`src/rtl/kda_pkg.sv`:
```
// Package for the key debounce / auto-repeat block.
// Shared widths, codes and the configuration struct. No dependencies.
package kda_pkg;

  localparam int unsigned NumKeys = 4;
  localparam int unsigned PinW    = 4;   // fixed width of key_pins / key_events
  localparam int unsigned CntW    = 8;   // hold counter and its registers
  localparam int unsigned CfgDW   = 8;   // widest configuration register
  localparam int unsigned CfgIdxW = 1;

  localparam logic [NumKeys-1:0] KeyMask     = '1;
  localparam logic [CntW-1:0]    HoldTimeRst = 8'd50;
  localparam logic [CntW-1:0]    RepStepRst  = 8'd10;

  typedef enum logic {
    ModeScan = 1'b0,
    ModePoll = 1'b1
  } mode_e;

  typedef enum logic [CfgIdxW-1:0] {
    CfgHoldTime   = 1'b0,
    CfgRepeatStep = 1'b1
  } cfg_reg_e;

  typedef struct packed {
    logic [CntW-1:0] hold_time;
    logic [CntW-1:0] repeat_step;
  } kda_cfg_t;

endpackage

```
`src/rtl/kda_in_if.sv`:
```
// Input channel interface: valid/ready plus one scan or poll item.
// Depends on kda_pkg for the pin width.
interface kda_in_if;
  import kda_pkg::*;
  logic            valid;
  logic            ready;
  logic            mode;
  logic [PinW-1:0] key_pins;

  modport source (output valid, output mode, output key_pins, input ready);
  modport sink   (input valid, input mode, input key_pins, output ready);
endinterface

```
`src/rtl/kda_out_if.sv`:
```
// Output channel interface: valid/ready plus one key event word.
// Depends on kda_pkg for the pin width.
interface kda_out_if;
  import kda_pkg::*;
  logic            valid;
  logic            ready;
  logic [PinW-1:0] key_events;

  modport source (output valid, output key_events, input ready);
  modport sink   (input valid, input key_events, output ready);
endinterface

```
`src/rtl/kda_regs.sv`:
```
// Configuration registers: hold time and repeat step.
// Depends on kda_pkg.
module kda_regs import kda_pkg::*; (
  input  logic               clk_i,
  input  logic               rst_ni,
  input  logic               cfg_we_i,
  input  logic [CfgIdxW-1:0] cfg_idx_i,
  input  logic [CfgDW-1:0]   cfg_wdata_i,
  output kda_cfg_t           cfg_o
);

  kda_cfg_t cfg_q, cfg_d;

  always_comb begin
    cfg_d = cfg_q;
    if (cfg_we_i) begin
      unique case (cfg_reg_e'(cfg_idx_i))
        CfgHoldTime:   cfg_d.hold_time   = cfg_wdata_i[CntW-1:0];
        CfgRepeatStep: cfg_d.repeat_step = cfg_wdata_i[CntW-1:0];
        default:       cfg_d = cfg_q;
      endcase
    end
  end

  always_ff @(posedge clk_i or negedge rst_ni) begin
    if (!rst_ni) begin
      cfg_q.hold_time   <= HoldTimeRst;
      cfg_q.repeat_step <= RepStepRst;
    end else begin
      cfg_q <= cfg_d;
    end
  end

  assign cfg_o = cfg_q;

endmodule

```
`src/rtl/kda_qual.sv`:
```
// Key qualifier state: debounce sample pair, fresh flag, arm/repeat masks
// and hold counter. One item per step_i. Depends on kda_pkg.
module kda_qual import kda_pkg::*; (
  input  logic               clk_i,
  input  logic               rst_ni,
  input  logic               step_i,
  input  logic               mode_i,
  input  logic [PinW-1:0]    key_pins_i,
  input  kda_cfg_t           cfg_i,
  output logic [PinW-1:0]    key_events_o
);

  logic [NumKeys-1:0] prev_q, prev_d;
  logic [NumKeys-1:0] stable_q, stable_d;
  logic               fresh_q, fresh_d;
  logic [NumKeys-1:0] armed_q, armed_d;
  logic [NumKeys-1:0] rep_q, rep_d;
  logic [CntW-1:0]    hold_q, hold_d;

  logic [NumKeys-1:0] sample, armed_rel, rep_rel, rep_sel, events;
  logic [CntW-1:0]    hold_base;
  logic               new_press;

  always_comb begin
    sample    = ~key_pins_i[NumKeys-1:0];
    // released keys re-arm
    armed_rel = armed_q | ~stable_q;
    rep_rel   = rep_q | ~stable_q;
    new_press = |(armed_rel & stable_q);
    hold_base = new_press ? '0 : hold_q;
    rep_sel   = new_press ? armed_rel : rep_rel;

    prev_d   = prev_q;
    stable_d = stable_q;
    fresh_d  = fresh_q;
    armed_d  = armed_q;
    rep_d    = rep_q;
    hold_d   = hold_q;
    events   = '0;

    if (step_i) begin
      if (mode_i == ModeScan) begin
        stable_d = sample & prev_q;
        prev_d   = sample;
        fresh_d  = 1'b1;
      end else if (fresh_q) begin
        stable_d = '0;
        fresh_d  = 1'b0;
        rep_d    = rep_sel;
        if (hold_base >= cfg_i.hold_time) begin
          events = stable_q & rep_sel;
          hold_d = hold_base - cfg_i.repeat_step;   // wraps mod 256
        end else begin
          events = stable_q & armed_rel;
          hold_d = hold_base + 1'b1;
        end
        armed_d = armed_rel & ~events;
      end
    end
  end

  always_comb begin
    key_events_o = '0;
    key_events_o[NumKeys-1:0] = events;
  end

  always_ff @(posedge clk_i or negedge rst_ni) begin
    if (!rst_ni) begin
      prev_q   <= '0;
      stable_q <= '0;
      fresh_q  <= 1'b0;
      armed_q  <= KeyMask;
      rep_q    <= KeyMask;
      hold_q   <= '0;
    end else begin
      prev_q   <= prev_d;
      stable_q <= stable_d;
      fresh_q  <= fresh_d;
      armed_q  <= armed_d;
      rep_q    <= rep_d;
      hold_q   <= hold_d;
    end
  end

  // A poll on a stale scan reports nothing.
  a_stale_poll_zero: assert property (@(posedge clk_i) disable iff (!rst_ni)
    step_i && mode_i == ModePoll && !fresh_q |-> events == '0)
    else $error("stale poll produced events");

  // Any poll leaves the scan consumed.
  a_poll_consumes: assert property (@(posedge clk_i) disable iff (!rst_ni)
    step_i && mode_i == ModePoll |=> !fresh_q && stable_q == '0)
    else $error("poll did not consume scan");

  // A reported key is disarmed right after.
  a_event_disarms: assert property (@(posedge clk_i) disable iff (!rst_ni)
    step_i && events != '0 |=> (armed_q & $past(events)) == '0)
    else $error("reported key still armed");

endmodule

```
`src/rtl/key_debounce_autorepeat.sv`:
```
// Top level of the four-key debounce / auto-repeat qualifier.
// Depends on kda_pkg, kda_in_if, kda_out_if, kda_regs and kda_qual.
//
// Usage:
//   in_i carries one beat per scan tick (mode 0, raw active-low pins) or
//   poll (mode 1). Scan beats return nothing; every poll beat returns one
//   beat on out_o whose key_events marks new presses and auto-repeats.
//   The cfg port writes hold_time (index 0) and repeat_step (index 1);
//   write only while the block is idle.
// Flow: an accepted beat waits in the input register until it advances; a
//   poll's result is then captured in the output register and offered on out_o.
// Throughput: one beat per cycle when out_o is not stalling polls, set by
//   the input register feeding the qualifier logic and the single output
//   register; one 8-bit compare and one 8-bit add/subtract sit between them.
// Stall: when out_o holds a result not yet taken, a poll sitting in the
//   input register waits and in_i.ready drops; a scan beat still passes
//   since it yields no result. A result already offered stays put.
// Reset: masks rearm, sample/stable/fresh/counter clear, hold_time = 50,
//   repeat_step = 10; both channels come up empty.
module key_debounce_autorepeat import kda_pkg::*; (
  input  logic               clk_i,
  input  logic               rst_ni,
  kda_in_if.sink             in_i,
  kda_out_if.source          out_o,
  input  logic               cfg_we_i,
  input  logic [CfgIdxW-1:0] cfg_idx_i,
  input  logic [CfgDW-1:0]   cfg_wdata_i
);

  kda_cfg_t cfg;

  // input register
  logic            in_vld_q, in_vld_d;
  logic            in_mode_q;
  logic [PinW-1:0] in_pins_q;
  logic            advance;

  // result register
  logic            out_vld_q, out_vld_d;
  logic [PinW-1:0] out_ev_q;
  logic [PinW-1:0] events;

  kda_regs u_regs (
    .clk_i       (clk_i),
    .rst_ni      (rst_ni),
    .cfg_we_i    (cfg_we_i),
    .cfg_idx_i   (cfg_idx_i),
    .cfg_wdata_i (cfg_wdata_i),
    .cfg_o       (cfg)
  );

  kda_qual u_qual (
    .clk_i        (clk_i),
    .rst_ni       (rst_ni),
    .step_i       (advance),
    .mode_i       (in_mode_q),
    .key_pins_i   (in_pins_q),
    .cfg_i        (cfg),
    .key_events_o (events)
  );

  // Scans never need the result slot; polls need it free or draining.
  assign advance    = in_vld_q &&
                      (in_mode_q == ModeScan || !out_vld_q || out_o.ready);
  assign in_i.ready = !in_vld_q || advance;

  always_comb begin
    in_vld_d = in_vld_q;
    if (in_i.valid && in_i.ready) begin
      in_vld_d = 1'b1;
    end else if (advance) begin
      in_vld_d = 1'b0;
    end
  end

  always_comb begin
    out_vld_d = out_vld_q;
    if (advance && in_mode_q == ModePoll) begin
      out_vld_d = 1'b1;
    end else if (out_o.ready) begin
      out_vld_d = 1'b0;
    end
  end

  always_ff @(posedge clk_i or negedge rst_ni) begin
    if (!rst_ni) begin
      in_vld_q  <= 1'b0;
      out_vld_q <= 1'b0;
    end else begin
      in_vld_q  <= in_vld_d;
      out_vld_q <= out_vld_d;
    end
  end

  always_ff @(posedge clk_i) begin
    if (in_i.valid && in_i.ready) begin
      in_mode_q <= in_i.mode;
      in_pins_q <= in_i.key_pins;
    end
    if (advance && in_mode_q == ModePoll) begin
      out_ev_q <= events;
    end
  end

  assign out_o.valid      = out_vld_q;
  assign out_o.key_events = out_ev_q;

  // A poll only moves on when the result slot can take it.
  a_poll_has_slot: assert property (@(posedge clk_i) disable iff (!rst_ni)
    advance && in_mode_q == ModePoll |-> !out_vld_q || out_o.ready)
    else $error("poll advanced into an occupied result slot");

  // An empty input register always accepts.
  a_empty_ready: assert property (@(posedge clk_i) disable iff (!rst_ni)
    !in_vld_q |-> in_i.ready)
    else $error("input stalled while empty");

  // A scan creates no result beat.
  a_scan_no_result: assert property (@(posedge clk_i) disable iff (!rst_ni)
    advance && in_mode_q == ModeScan && (!out_vld_q || out_o.ready) |=> !out_vld_q)
    else $error("scan produced a result");

endmodule

```
`src/flat_wrapper.sv`:
```
// flat-port wrapper written by rule: the top's interface ports become plain ports
module key_debounce_autorepeat_flat import kda_pkg::*;
  (clk_i, rst_ni, cfg_we_i, cfg_idx_i, cfg_wdata_i, in_i_valid, in_i_mode, in_i_key_pins, in_i_ready, out_o_valid, out_o_key_events, out_o_ready);
  kda_in_if in_i_i ();
  kda_out_if out_o_i ();
  input  logic clk_i;
  input  logic rst_ni;
  input  logic cfg_we_i;
  input  logic [CfgIdxW-1:0] cfg_idx_i;
  input  logic [CfgDW-1:0] cfg_wdata_i;
  input wire logic [$bits(in_i_i.valid)-1:0] in_i_valid;
  input wire logic [$bits(in_i_i.mode)-1:0] in_i_mode;
  input wire logic [$bits(in_i_i.key_pins)-1:0] in_i_key_pins;
  output wire logic [$bits(in_i_i.ready)-1:0] in_i_ready;
  output wire logic [$bits(out_o_i.valid)-1:0] out_o_valid;
  output wire logic [$bits(out_o_i.key_events)-1:0] out_o_key_events;
  input wire logic [$bits(out_o_i.ready)-1:0] out_o_ready;
  assign in_i_i.valid = in_i_valid;
  assign in_i_i.mode = in_i_mode;
  assign in_i_i.key_pins = in_i_key_pins;
  assign in_i_ready = in_i_i.ready;
  assign out_o_valid = out_o_i.valid;
  assign out_o_key_events = out_o_i.key_events;
  assign out_o_i.ready = out_o_ready;
  key_debounce_autorepeat u_core (.clk_i(clk_i), .rst_ni(rst_ni), .in_i(in_i_i), .out_o(out_o_i), .cfg_we_i(cfg_we_i), .cfg_idx_i(cfg_idx_i), .cfg_wdata_i(cfg_wdata_i));
endmodule
```
`config.mk`:
```
export PLATFORM = sky130hd
export DESIGN_NAME = key_debounce_autorepeat_flat
export DESIGN_NICKNAME = d
export VERILOG_FILES = /design/src/rtl/kda_pkg.sv /design/src/rtl/kda_in_if.sv /design/src/rtl/kda_out_if.sv /design/src/rtl/kda_regs.sv /design/src/rtl/kda_qual.sv /design/src/rtl/key_debounce_autorepeat.sv /design/src/flat_wrapper.sv
export SDC_FILE = /design/constraint.sdc
export NUM_CORES = 1
export LEC_CHECK = 0
export BUFFER_PORTS_ARGS = -buffer_cell sky130_fd_sc_hd__buf_2
export CAP_MARGIN = 20
export CORE_UTILIZATION = 59
export CTS_CLUSTER_SIZE = 25
export DETAILED_ROUTE_END_ITERATION = 12
export HOLD_SLACK_MARGIN = 0.1
export PLACE_DENSITY_LB_ADDON = 0.25
export SLEW_MARGIN = 20
export SYNTH_ARGS = -nofsm -noshare
export SYNTH_HDL_FRONTEND = slang
export SYNTH_SLANG_ARGS = --single-unit
```
`constraint.sdc`:
```
create_clock -name clk_i -period 4.5 [get_ports clk_i]
set_input_delay 0.675 -clock clk_i [delete_from_list [all_inputs] [get_ports clk_i]]
set_output_delay 0.675 -clock clk_i [all_outputs]
set_load 0.05 [all_outputs]
```
==> results.toml <==
[run_status]
status = "finished, final reports clean"

[clock_network]
numCtsBuffers = 5
post_cts_buffers = 0
numClockSinks = 52
root_buffer = "clkbuf_8"
cts_tree = "yes"
ctsHtreeMaxLevel = 2
clk_latency_ns = 0.31
clock_path_buffers = 2
clk_pin_slew_ns = 0.10

[layout]
num-nets-final = 318
fill_cells = 340
diodes = 0
syn_to_final_growth_pct = 10.46
multi_input_area_mm2 = 0.001275
drive_above_1_share_pct = 25.26
final-seq-area_mm2 = 0.001363
final_cell_area_mm2 = 0.002987
instances_no_fill = 337

[worst_setup_path]
worst-setup-path-type = "flop to flop"
timing.rr.start = "u_core.u_qual.stable_q[3]$_DFFE_PN0P_"
crit_path_max_fanout = 12
r2r_slack_ns = 0.27
startpoint_type = "flop"
crit_arrival_ns = 4.48
crit_chain = "a22oi_2, and2_1, nand2_1, ha_1, or2b_2, a21oi_2, or3_4, o21a_2, or2_2, ha_1, or2b_2, o31ai_4, o31ai_4, mux2i_1, or3_1, nand3_1"
reg2reg_to = "u_core.u_qual.hold_q[7]$_DFFE_PN0P_"
max_stage_delay_ns = 0.43
cp.required_ns = 4.75
crit_start = "u_core.u_qual.stable_q[3]$_DFFE_PN0P_"
cpMaxStageDelayCell = "dfrtp_1"
cp-end-kind = "flop"
reg2regPathDepth = 16

[place]
dp_cells = 329
dpl_cell_area_mm2 = 0.002860
port_buffers = 24
dp_slack_ns = 0.3514
place.gp.congestion = 0.9375
dp_hpwl_um = 3727

[grt]
grt_pass1_vias = 1839
grt_start_max_net_pins = 44
grt-ovfl-total = 0
grt.total_usage_pct = 23.01
grt_first_pass_wirelength_um = 8673
antenna_found_initial = 0

[logic_synthesis]
synth_compound_area_share_pct = 14.67
async_flop_share_pct = 82.69
synthXorXnorAreaFrac_pct = 1.620
synth-seq-cells = 52
yosys_warnings = 0
synth_top_family_by_area = "simple AND/OR/NAND/NOR gates"
yosysSeqAreaShare_pct = 50.39
synth-edff-count = 9
muxShareOfSynthArea_pct = 4.905
postSynthNetCount = 292
syn-cell-area_mm2 = 0.002704
ys.flop_type = "dfrtp_1"
synth.avg_cell_area_um2 = 10.48
synth_adder_area_share_pct = 7.219
synth_cells = 258
synth.distinct_cells = 44
synthSimpleGateAreaFrac_pct = 18.19

[hold_path]
hold_path_class = "flop to flop"
holdPathStages = 1
hold_end = "u_core.u_qual.prev_q[0]$_DFFE_PN0P_"
worstHoldStart = "u_core.in_pins_q[0]$_DFFE_PP_"

[sta]
max_slew_margin_pct = 34.73
period_share_pct = 94.07
tightest_slew_ns = 0.9771
period_needed_ns = 4.233
final-setup-viol-count = 0
worst_slack_ns = 0.2670
setup_tns_ns = 0
drv_slew = 0
skew_ns = 0.01121
hold_viol = 0
max_freq_mhz = 236.2
rsz0062_at_grt = "false"

[detailed_routing]
dr.first_iter.drc_count = 157
finalWirelength_um = 5089
vias = 1936
routedWlPerCell_um = 15.10
via_per_inst = 5.745
drt_pass1_iterations = 4
drc = 0
final_antenna_net_count = 0

[floorplanning]
core_mm2 = 0.004384
io_pins = 25
fp.dieH_um = 69.70
start_util_pct = 61.67
die_w_um = 69.70
die-area_mm2 = 0.004857
rows = 24

[pwr]
leakagePower_uw = 0.001354
ir_drop_mv = 0.3084
power.density_mw_per_mm2 = 552.7

[run]
drv_cap = 0
per-layer routing:
| layer | track usage, % | share of wire (%) | up-vias |
|---|---|---|---|
| met5 | 0 | 0 | - |
| met2 | 34.84 | 44 | 54 |
| met3 | 4.651 | 4.8 | 9 |
| met4 | 7.333 | 1.6 | 0 |
| li1 | - | - | 951 |
| met1 | 33.56 | 50 | 922 |
sequential cells by signal, indices dropped and copies added, names as in the netlist:
name	count
u_core.u_qual.hold_q	8
u_core.in_vld_q	1
u_core.in_mode_q	1
u_core.u_qual.armed_q	4
u_core.u_qual.prev_q	4
u_core.u_qual.fresh_q	1
u_core.out_o.valid	1
u_core.out_o.key_events	4
u_core.u_qual.rep_q	4
u_core.u_regs.cfg_o	16
u_core.in_pins_q	4
u_core.u_qual.stable_q	4
worst max-delay path by stage:
stage                                           to  slack [ns]  cells past startpoint
6_report       u_core.u_qual.hold_q[7]$_DFFE_PN0P_        0.27                     16
2_1_floorplan  u_core.u_qual.hold_q[7]$_DFFE_PN0P_        0.59                     17
4_1_cts        u_core.u_qual.hold_q[7]$_DFFE_PN0P_        0.27                     17
5_1_grt        u_core.u_qual.hold_q[7]$_DFFE_PN0P_        0.05                     17
3_3_place_gp   u_core.u_qual.hold_q[7]$_DFFE_PN0P_        0.44                     16
3_5_place_dp   u_core.u_qual.hold_q[7]$_DFFE_PN0P_        0.35                     16
critical path, delay by kind of cell, from the launching register on:
| kind | cells | cell delay (ns) |
|---|---|---|
| simple gates | 8 | 1.97 |
| fa+ha+maj | 2 | 0.49 |
| mux | 1 | 0.15 |
| compound gates | 5 | 1.12 |
| flops | 1 | 0.43 |
layout by cell type, fill, tap and decap left out, drive strengths merged, types with 6 or more instances in the layout:
cell type   n
a21oi       9
mux2       10
buf        24
dfstp      13
nor2       14
o21ai      24
inv        15
edfxtp      9
nor2b       9
nand2      42
clkbuf      6
o21a        6
dfrtp      30
ha         14
metrics by stage:
| step | util [%] | power, uW | hold WS, ns |
|---|---|---|---|
| 2_1_floorplan | - | 1165 | 0.3794 |
| 3_3_place_gp | 65.24 | 1280 | 0.4531 |
| 3_5_place_dp | 65.24 | 1305 | 0.4645 |
| 4_1_cts | 67.78 | 1637 | 0.4782 |
| 5_1_grt | 68.12 | 1765 | 0.5077 |
| 6_report | 68.12 | 1651 | 0.4794 |
power breakdown:
part           internal (uW)  total, uW  switching, uW
sequential               592        654           62.0
combinational            287        673            386
clock                    168        323            155
total                   1050       1650            603
logic make-up after synthesis:
kind of cell,count (synthesis)
fa+ha+maj,15
buf+inv,19
xor+xnor,5
flops,52
simple gates,98
mux,12
compound gates,57
final cells by class:
cell class / instances / share of cell area (%)
clock buffer: 6 / 2.430
clock inverter: 2 / 1.299
inverter: 14 / 1.760
multi-input combinational: 187 / 42.69
sequential: 52 / 45.62
tap: 52 / 2.178
timing repair buffer: 24 / 4.022
synthesized netlist by cell type, types with 4 or more instances:
cell type | n | area (um2)
a21oi_1 | 8 | 40.04
a32o_1 | 4 | 40.04
and2_1 | 5 | 31.28
and3_1 | 5 | 31.28
clkbuf_1 | 4 | 15.01
dfrtp_1 | 30 | 750.7
dfstp_2 | 13 | 341.6
edfxtp_1 | 9 | 270.3
ha_1 | 14 | 175.2
inv_1 | 14 | 52.55
mux2_2 | 10 | 112.6
nand2_1 | 42 | 157.7
nand2b_1 | 4 | 25.02
nand3_1 | 4 | 20.02
nor2_1 | 14 | 52.55
nor2b_1 | 9 | 56.30
o211ai_1 | 4 | 30.03
o21a_1 | 5 | 37.54
o21ai_0 | 22 | 110.1
or2_2 | 5 | 31.28
or2b_2 | 4 | 35.03
xor2_1 | 4 | 35.03
what timing repair did:
item                                    4_1_cts  5_1_grt
endpoints found under the setup margin        0        1
endpoints found under the hold margin         0        0
gates resized for setup                       0        2
hold buffers                                  0        0
(Power assumes the default switching activity.)
